==> src/design/assert_macros.svh <==
// Assertion macros shared by the keypad event latch RTL.
// Checks compile in for simulation and drop out when SYNTH is defined.
`ifndef ASSERT_MACROS_SVH
`define ASSERT_MACROS_SVH

`ifndef SYNTH
`define MKEL_ASSERT_IMP(lbl, clk, rstn, ante, cons) \
    lbl: assert property (@(posedge clk) disable iff (!(rstn)) (ante) |-> (cons)) \
        else $error("assertion failed");
`define MKEL_ASSERT_NXT(lbl, clk, rstn, ante, cons) \
    lbl: assert property (@(posedge clk) disable iff (!(rstn)) (ante) |=> (cons)) \
        else $error("assertion failed");
`else
`define MKEL_ASSERT_IMP(lbl, clk, rstn, ante, cons)
`define MKEL_ASSERT_NXT(lbl, clk, rstn, ante, cons)
`endif

`endif

==> src/design/mkel_pkg.sv <==
// Shared types and constants for the matrix keypad event latch.
// No dependencies; every module of the block imports this package.
package mkel_pkg;

    localparam int MAX_ROWS_DEF = 4;
    localparam int MAX_COLS_DEF = 4;
    localparam int MATRIX_W     = 16;
    localparam int CODE_W       = 8;
    localparam int COUNT_W      = 3;
    localparam int WORD_W       = 32;
    localparam int KEYMAP_WORDS = 4;
    localparam int KEY_ENTRIES  = 16;
    localparam int MAP_IDX_W    = 7;
    localparam int KEY_SEL_W    = 4;
    localparam int CFG_IDX_W    = 3;
    localparam int ACTION_W     = 2;

    localparam logic [COUNT_W-1:0] ROW_COUNT_RST = 3'd4;
    localparam logic [COUNT_W-1:0] COL_COUNT_RST = 3'd4;

    // register indexes of the configuration port
    localparam logic [CFG_IDX_W-1:0] CFG_ROW_COUNT = 3'd0;
    localparam logic [CFG_IDX_W-1:0] CFG_COL_COUNT = 3'd1;
    localparam logic [CFG_IDX_W-1:0] CFG_KEYMAP0   = 3'd2;
    localparam logic [CFG_IDX_W-1:0] CFG_KEYMAP1   = 3'd3;
    localparam logic [CFG_IDX_W-1:0] CFG_KEYMAP2   = 3'd4;
    localparam logic [CFG_IDX_W-1:0] CFG_KEYMAP3   = 3'd5;

    // request actions
    localparam logic [ACTION_W-1:0] ACT_SCAN  = 2'd0;
    localparam logic [ACTION_W-1:0] ACT_READ  = 2'd1;
    localparam logic [ACTION_W-1:0] ACT_FLUSH = 2'd2;

    localparam logic [CODE_W-1:0] NO_KEY = 8'd0;

    typedef struct packed {
        logic [COUNT_W-1:0]                   row_count;
        logic [COUNT_W-1:0]                   col_count;
        logic [KEYMAP_WORDS-1:0][WORD_W-1:0]  keymap;
    } cfg_t;

    typedef struct packed {
        logic                advance;
        logic [ACTION_W-1:0] action;
        logic [CODE_W-1:0]   scan_code;
    } evt_req_t;

endpackage

==> src/design/matrix_keypad_event_latch_top.sv <==
// Matrix keypad event latch, top level.
// An accepted request is held in the input register until the result register has room.
// Throughput: one request per cycle. While a result waits, the input register takes one more
// request, then s_ready drops until the result is taken.
// Reset (aresetn low, synchronous): both stages empty, key buffer and last scan code zero,
// rows and columns 4, keymap all zero.
module matrix_keypad_event_latch_top #(
    parameter int MAX_ROWS = mkel_pkg::MAX_ROWS_DEF,
    parameter int MAX_COLS = mkel_pkg::MAX_COLS_DEF
) (
    input  logic                              aclk,
    input  logic                              aresetn,
    input  logic                              s_valid,
    output logic                              s_ready,
    input  logic [mkel_pkg::ACTION_W-1:0]     s_action,
    input  logic [mkel_pkg::MATRIX_W-1:0]     s_pressed_matrix,
    output logic                              m_valid,
    input  logic                              m_ready,
    output logic [mkel_pkg::CODE_W-1:0]       m_key_code,
    output logic                              m_key_waiting,
    input  logic                              cfg_valid,
    output logic                              cfg_ready,
    input  logic [mkel_pkg::CFG_IDX_W-1:0]    cfg_index,
    input  logic [mkel_pkg::WORD_W-1:0]       cfg_data
);
    import mkel_pkg::*;

    cfg_t                cfg;
    evt_req_t            req;
    logic                in_valid_reg;
    logic                in_valid_next;
    logic [ACTION_W-1:0] action_reg;
    logic [MATRIX_W-1:0] matrix_reg;
    logic [CODE_W-1:0]   scan_code;
    logic                advance;

    // move the held request into the result register when it has room
    assign advance = in_valid_reg && (!m_valid || m_ready);
    assign s_ready = !in_valid_reg || advance;

    always_comb begin
        in_valid_next = in_valid_reg;
        if (s_valid && s_ready) begin
            in_valid_next = 1'b1;
        end else if (advance) begin
            in_valid_next = 1'b0;
        end
    end

    always_ff @(posedge aclk) begin
        if (!aresetn) begin
            in_valid_reg <= 1'b0;
        end else begin
            in_valid_reg <= in_valid_next;
        end
    end

    always_ff @(posedge aclk) begin
        if (s_valid && s_ready) begin
            action_reg <= s_action;
            matrix_reg <= s_pressed_matrix;
        end
    end

    mkel_cfg_regs u_cfg (
        .aclk      (aclk),
        .aresetn   (aresetn),
        .cfg_valid (cfg_valid),
        .cfg_ready (cfg_ready),
        .cfg_index (cfg_index),
        .cfg_data  (cfg_data),
        .cfg       (cfg)
    );

    mkel_scan #(
        .MAX_ROWS (MAX_ROWS),
        .MAX_COLS (MAX_COLS)
    ) u_scan (
        .pressed_matrix (matrix_reg),
        .cfg            (cfg),
        .scan_code      (scan_code)
    );

    assign req.advance   = advance;
    assign req.action    = action_reg;
    assign req.scan_code = scan_code;

    mkel_event u_event (
        .aclk          (aclk),
        .aresetn       (aresetn),
        .req           (req),
        .m_ready       (m_ready),
        .m_valid       (m_valid),
        .m_key_code    (m_key_code),
        .m_key_waiting (m_key_waiting)
    );

endmodule

==> src/design/mkel_cfg_regs.sv <==
// Configuration register file: key matrix size and the 16-entry keymap.
// Depends on mkel_pkg.
module mkel_cfg_regs (
    input  logic                              aclk,
    input  logic                              aresetn,
    input  logic                              cfg_valid,
    output logic                              cfg_ready,
    input  logic [mkel_pkg::CFG_IDX_W-1:0]    cfg_index,
    input  logic [mkel_pkg::WORD_W-1:0]       cfg_data,
    output mkel_pkg::cfg_t                    cfg
);
    import mkel_pkg::*;

    cfg_t cfg_reg;
    cfg_t cfg_next;

    assign cfg_ready = 1'b1;
    assign cfg      = cfg_reg;

    always_comb begin
        cfg_next = cfg_reg;
        if (cfg_valid) begin
            unique case (cfg_index)
                CFG_ROW_COUNT: cfg_next.row_count = cfg_data[COUNT_W-1:0];
                CFG_COL_COUNT: cfg_next.col_count = cfg_data[COUNT_W-1:0];
                CFG_KEYMAP0:   cfg_next.keymap[0] = cfg_data;
                CFG_KEYMAP1:   cfg_next.keymap[1] = cfg_data;
                CFG_KEYMAP2:   cfg_next.keymap[2] = cfg_data;
                CFG_KEYMAP3:   cfg_next.keymap[3] = cfg_data;
                default: ;  // drop writes to unknown registers
            endcase
        end
    end

    always_ff @(posedge aclk) begin
        if (!aresetn) begin
            cfg_reg.row_count <= ROW_COUNT_RST;
            cfg_reg.col_count <= COL_COUNT_RST;
            cfg_reg.keymap    <= '0;
        end else begin
            cfg_reg <= cfg_next;
        end
    end

endmodule

==> src/design/mkel_scan.sv <==
// Scan decoder: picks the last pressed active key and looks up its code.
// Depends on mkel_pkg.
module mkel_scan #(
    parameter int MAX_ROWS = mkel_pkg::MAX_ROWS_DEF,
    parameter int MAX_COLS = mkel_pkg::MAX_COLS_DEF
) (
    input  logic [mkel_pkg::MATRIX_W-1:0] pressed_matrix,
    input  mkel_pkg::cfg_t                cfg,
    output logic [mkel_pkg::CODE_W-1:0]   scan_code
);
    import mkel_pkg::*;

    logic [COUNT_W:0]                  rows;
    logic [COUNT_W:0]                  cols;
    logic [MATRIX_W-1:0]               active;
    logic [MATRIX_W-1:0]               active_rev;
    logic [MATRIX_W-1:0]               low_rev;
    logic [MATRIX_W-1:0]               last_hot;
    logic [MAP_IDX_W-1:0]              map_idx [MATRIX_W];
    logic [MAP_IDX_W-1:0]              sel_idx;
    logic [KEY_ENTRIES-1:0][CODE_W-1:0] keymap_bytes;

    // clamp counts to the physical matrix size
    assign rows = ({1'b0, cfg.row_count} > (COUNT_W+1)'(MAX_ROWS)) ?
                  (COUNT_W+1)'(MAX_ROWS) : {1'b0, cfg.row_count};
    assign cols = ({1'b0, cfg.col_count} > (COUNT_W+1)'(MAX_COLS)) ?
                  (COUNT_W+1)'(MAX_COLS) : {1'b0, cfg.col_count};

    assign keymap_bytes = cfg.keymap;

    for (genvar b = 0; b < MATRIX_W; b++) begin : g_bit
        localparam int R = b / MAX_COLS;
        localparam int C = b % MAX_COLS;
        assign active[b] = pressed_matrix[b] && (R < MAX_ROWS) &&
                           ((COUNT_W+1)'(R) < rows) && ((COUNT_W+1)'(C) < cols);
        assign map_idx[b] = MAP_IDX_W'(MAP_IDX_W'(R) * MAP_IDX_W'(cols) + MAP_IDX_W'(C));
    end

    // isolate the highest set bit: reverse, keep lowest, reverse back
    always_comb begin
        for (int b = 0; b < MATRIX_W; b++) begin
            active_rev[b] = active[MATRIX_W-1-b];
        end
        low_rev = active_rev & (~active_rev + MATRIX_W'(1));
        for (int b = 0; b < MATRIX_W; b++) begin
            last_hot[b] = low_rev[MATRIX_W-1-b];
        end
    end

    always_comb begin
        sel_idx = '0;
        for (int b = 0; b < MATRIX_W; b++) begin
            sel_idx = sel_idx | ({MAP_IDX_W{last_hot[b]}} & map_idx[b]);
        end
    end

    assign scan_code = ((|active) && (sel_idx < MAP_IDX_W'(KEY_ENTRIES))) ?
                       keymap_bytes[sel_idx[KEY_SEL_W-1:0]] : NO_KEY;

endmodule

==> src/design/mkel_event.sv <==
// Event state and result register: previous scan code, one-slot key buffer.
// Depends on mkel_pkg and assert_macros.svh.
`include "assert_macros.svh"
module mkel_event (
    input  logic                          aclk,
    input  logic                          aresetn,
    input  mkel_pkg::evt_req_t            req,
    input  logic                          m_ready,
    output logic                          m_valid,
    output logic [mkel_pkg::CODE_W-1:0]   m_key_code,
    output logic                          m_key_waiting
);
    import mkel_pkg::*;

    logic [CODE_W-1:0] prev_code_reg;
    logic [CODE_W-1:0] prev_code_next;
    logic [CODE_W-1:0] held_code_reg;
    logic [CODE_W-1:0] held_code_next;
    logic [CODE_W-1:0] key_code_reg;
    logic [CODE_W-1:0] key_code_next;
    logic              key_waiting_reg;
    logic              out_valid_reg;
    logic              out_valid_next;

    always_comb begin
        prev_code_next = prev_code_reg;
        held_code_next = held_code_reg;
        key_code_next  = NO_KEY;
        unique case (req.action)
            ACT_SCAN: begin
                if (req.scan_code != prev_code_reg) begin
                    prev_code_next = req.scan_code;
                    if (req.scan_code != NO_KEY) begin
                        held_code_next = req.scan_code;
                    end
                end
            end
            ACT_READ: begin
                key_code_next  = held_code_reg;
                held_code_next = NO_KEY;
            end
            ACT_FLUSH: begin
                held_code_next = NO_KEY;
            end
            default: ;
        endcase
    end

    always_comb begin
        out_valid_next = out_valid_reg;
        if (req.advance) begin
            out_valid_next = 1'b1;
        end else if (m_ready) begin
            out_valid_next = 1'b0;
        end
    end

    always_ff @(posedge aclk) begin
        if (!aresetn) begin
            prev_code_reg <= NO_KEY;
            held_code_reg <= NO_KEY;
            out_valid_reg <= 1'b0;
        end else begin
            out_valid_reg <= out_valid_next;
            if (req.advance) begin
                prev_code_reg <= prev_code_next;
                held_code_reg <= held_code_next;
            end
        end
    end

    always_ff @(posedge aclk) begin
        if (req.advance) begin
            key_code_reg    <= key_code_next;
            key_waiting_reg <= (held_code_next != NO_KEY);
        end
    end

    assign m_valid       = out_valid_reg;
    assign m_key_code    = key_code_reg;
    assign m_key_waiting = key_waiting_reg;

    `MKEL_ASSERT_NXT(a_read_empties, aclk, aresetn, req.advance && (req.action == ACT_READ), !key_waiting_reg && (held_code_reg == NO_KEY))
    `MKEL_ASSERT_NXT(a_code_only_on_read, aclk, aresetn, req.advance && (req.action != ACT_READ), key_code_reg == NO_KEY)
    `MKEL_ASSERT_IMP(a_waiting_tracks_buffer, aclk, aresetn, out_valid_reg, key_waiting_reg == (held_code_reg != NO_KEY))
    `MKEL_ASSERT_NXT(a_state_holds_when_idle, aclk, aresetn, !req.advance, $stable(held_code_reg) && $stable(prev_code_reg))

endmodule
==> config.mk <==
export PLATFORM = sky130hd
export DESIGN_NAME = matrix_keypad_event_latch_top
export DESIGN_NICKNAME = d
export VERILOG_FILES = /design/src/design/mkel_pkg.sv /design/src/design/matrix_keypad_event_latch_top.sv /design/src/design/mkel_cfg_regs.sv /design/src/design/mkel_scan.sv /design/src/design/mkel_event.sv
export VERILOG_INCLUDE_DIRS = /design/src /design/src/design
export SDC_FILE = /design/constraint.sdc
export NUM_CORES = 1
export LEC_CHECK = 0
export BUFFER_PORTS_ARGS = -buffer_cell sky130_fd_sc_hd__buf_4
export CORE_ASPECT_RATIO = 1.1
export CORE_MARGIN = 2
export CORE_UTILIZATION = 65
export CTS_CLUSTER_SIZE = 10
export DETAILED_ROUTE_END_ITERATION = 7
export PLACE_DENSITY = 0.95
export RECOVER_POWER = 25
export SETUP_SLACK_MARGIN = 0.3
export SLEW_MARGIN = 20
export SYNTH_ARGS = -nofsm -noshare
export SYNTH_HDL_FRONTEND = slang
export SYNTH_HIERARCHICAL = 1
export SYNTH_SLANG_ARGS = --single-unit
export TNS_END_PERCENT = 1
==> constraint.sdc <==
create_clock -name aclk -period 10.3 [get_ports aclk]
set_input_delay 1.545 -clock aclk [delete_from_list [all_inputs] [get_ports aclk]]
set_output_delay 1.545 -clock aclk [all_outputs]
set_load 0.05 [all_outputs]
==> run metrics <==
Final HPWL DP=14,800 um; main combinational cell family by area after synthesis=multiplexers; drt pass-1 iters=6; number of global-route vias before repair=6,993; CTS H-tree depth=4; Clock Power Share=39.5%; EDFF count, synth=27; clk slew on worst S/H paths=70 ps; clock sinks=179; post-CTS setup buffer count=0; core area=0.0133 mm^2; Detailed Route WL=22,100 um; Skew-Pair Late Insertion Delay=430 ps; Reg-to-Reg End=u_event/prev_code_reg[1]$_SDFFE_PN0P_; post-route DRC violation count=0; Initial Util=66.7%; crit path cell chain=buf_4 > nand2b_1 > inv_2 > ha_1 > ha_1 > ha_1 > nand2_1 > o221ai_1 > or3_2 > mux2i_1 > mux2i_1 > mux2i_1 > o22ai_1 > xor2_1 > nor4_1 > a21oi_1 > mux2i_1 > nor2_1; Final min period=5960 ps; clock tree buffer depth=2; PD cells=159 mW/mm^2; synthesis warning total=6; mapped cell area=0.00885 mm^2; CP startpoint=u_cfg/cfg[130]$_SDFFE_PN1P_; row count=44; combinational share of power=13.3%; post-synthesis compound-gate area fraction=9.65%; total CTS buffers=17; ranking of synthesized cells by area=dfxtp_1 (34%), mux2i_1 (24%), edfxtp_1 (9.2%); Area Growth Syn to Fin=11.7%; share of layout cells above drive strength 1=15.1%; Avg Inst Size Synth=10.1 um^2; Detailed Route Iter0 Violations=695; Seq/Total Area, Yosys=43.5%; CTS tree=built; first-pass GRT wire length=35,300 um; Startpoint Class=flop; routed len/inst=19.8 um; critical path's top delay family=compound AO/OA/AOI/OAI gates; worst reg2reg path depth=18; root buffer cell=clkbuf_16; Max VDD drop=124 uV; Worst R2R Setup Slack=4340 ps; chip height=126 um; Final period util=57.8%; RR Startpoint=u_cfg/cfg[130]$_SDFFE_PN1P_; max-slew violations=41; max reg flops=134; Sequential Power Share=47.2%; Critical Path AT=6260 ps; commonest cells in the netlist=mux2i_1 (210), nand2_1 (191), dfxtp_1 (152), edfxtp_1 (27), nor2_1 (21); critical path capture point type=flop; Synth Area in Adders=0.989%; largest net degree at the start of global routing=69; max_cap viols=1; Worst EP required=10,600 ps; Sw Share=26.3%; remaining global-route overflow=0; number of diodes=0; most common cell in the synthesized netlist=mux2i_1; Crit-path slowest cell=or3_2; post-CTS sizing=0; cell type with the largest total area after synthesis=dfxtp_1; Setup TNS=0 ps; critical path depth in cells=18; sw power=0.000413 W; Achievable Freq=168 MHz; nets=988; antenna viol nets, final=0; Leak Pwr=4.53 nW; critical path fanouts, max=32; clock skew=9.16 ps; share of the synthesized area in the top cell type=34.4%; mux cell area share after synthesis=26.0%; area share of xor/xnor cells in the synthesized design=0.989%; Yosys reg bits=179; # IOs=70; final setup fails=0; Syn Nets=945; Int Pwr=0.00116 W; CTS Hold Bufs=0; Placer Congestion=0.943; outcome=complete, but fails checks; die area=0.0146 mm^2; GRT Overall Usage=31.0%; antenna violations before repair=0; Die Wd=115 um; Worst Hold Class=reg2reg; top_reg_cell synth=dfxtp_1; IO buf count=68; Synth async-reset ratio=0%; Post-Synth Simple-Gate Area=14.9%; CP most frequent cell=mux2i_1; Final Util=74.5%; Setup CP Type=reg2reg; failing checks=capacitance limit, slew limit; post-DR vias/cell=6.26; DR vias=7,012; Crit path buffers/inverters=2; Fin. Hold Viols=0; Slew HR=-22.8%; synthesized instance count=880; crit-path max cell delay=890 ps; RSZ-0062 raised after global routing=false; measured slew at the worst slew-check pin=1840 ps; crit path capture=u_event/prev_code_reg[1]$_SDFFE_PN0P_; Cell variety after synth=83
cell type report:
class	count	area [um^2]
fill	873	3380
inverter	9	33.8
timing repair buffer	76	559
clock buffer	22	464
sequential	179	3850
clock inverter	10	103
tap	184	230
multi-input combinational	640	4650
worst min-delay path by stage:
stage | from | to | slack, ps | cells past startpoint
2_1_floorplan | u_cfg/cfg[22]$_SDFFE_PN0P_ | u_cfg/cfg[22]$_SDFFE_PN0P_ | 430 | 2
3_3_place_gp | u_cfg/cfg[87]$_SDFFE_PN0P_ | u_cfg/cfg[87]$_SDFFE_PN0P_ | 440 | 2
3_5_place_dp | u_cfg/cfg[5]$_SDFFE_PN0P_ | u_cfg/cfg[5]$_SDFFE_PN0P_ | 450 | 2
4_1_cts | u_cfg/cfg[84]$_SDFFE_PN0P_ | u_cfg/cfg[84]$_SDFFE_PN0P_ | 460 | 2
5_1_grt | u_cfg/cfg[1]$_SDFFE_PN0P_ | u_cfg/cfg[1]$_SDFFE_PN0P_ | 480 | 2
6_report | u_cfg/cfg[85]$_SDFFE_PN0P_ | u_cfg/cfg[85]$_SDFFE_PN0P_ | 460 | 2
worst min-delay path: stages (launching register included):
cell     delay (ps)
dfxtp_1         310
nand2_1          50
mux2i_1          50
placed cells by master (no fill, tap or decap), types with 7 or more instances in the layout:
master       n
xor2_1       8
nand3_1     10
ha_1         7
clkbuf_16   17
inv_1        8
buf_4       55
a21oi_1     12
nand2_1    191
a221o_1      8
clkbuf_4    18
o21ai_0     11
edfxtp_1    27
nor2_1      21
o22ai_1     16
and2_0       7
dfxtp_1    152
mux2i_1    210
metal layers:
layer  GRT usage, %  part of all wire [%]  vias to the layer above
met5              0                     0                        -
met4           16.0                   4.4                        0
met3           6.31                   6.1                       85
met2           52.1                    49                      320
met1           37.3                    40                     3378
li1               -                     -                     3229
power groups by stage:
stage / clock network (W) / logic [W] / registers, W
floorplan: 0 / 0.000146 / 0.000757
global placement: 0 / 0.000198 / 0.000756
detailed placement: 0 / 0.000203 / 0.000756
CTS: 0.000623 / 0.000205 / 0.000741
global route: 0.000653 / 0.000221 / 0.000743
finish: 0.000620 / 0.000209 / 0.000741
logic make-up (layout without fill, tap and decap cells):
group,Yosys count,after routing
flip-flops,179,179
other,1,1
XOR/XNOR,10,10
AND/OR/NAND/NOR,285,285
adder cells (fa/ha/maj),7,7
multiplexers,226,226
AO/OA/AOI/OAI,111,111
buffers and inverters,61,117
stage by stage:
stage | area, um^2 | cells | total power (W) | hold WS (ps) | setup WS (ps)
floorplan | 8850 | 880 | 0.000903 | 431 | 5880
global placement | 9350 | 1088 | 0.000953 | 441 | 4740
detailed placement | 9350 | 1088 | 0.000959 | 448 | 4620
CTS | 9920 | 1120 | 0.00157 | 461 | 4550
global route | 9890 | 1120 | 0.00162 | 479 | 4080
finish | 9890 | 1120 | 0.00157 | 456 | 4340
(Power assumes the default switching activity.)
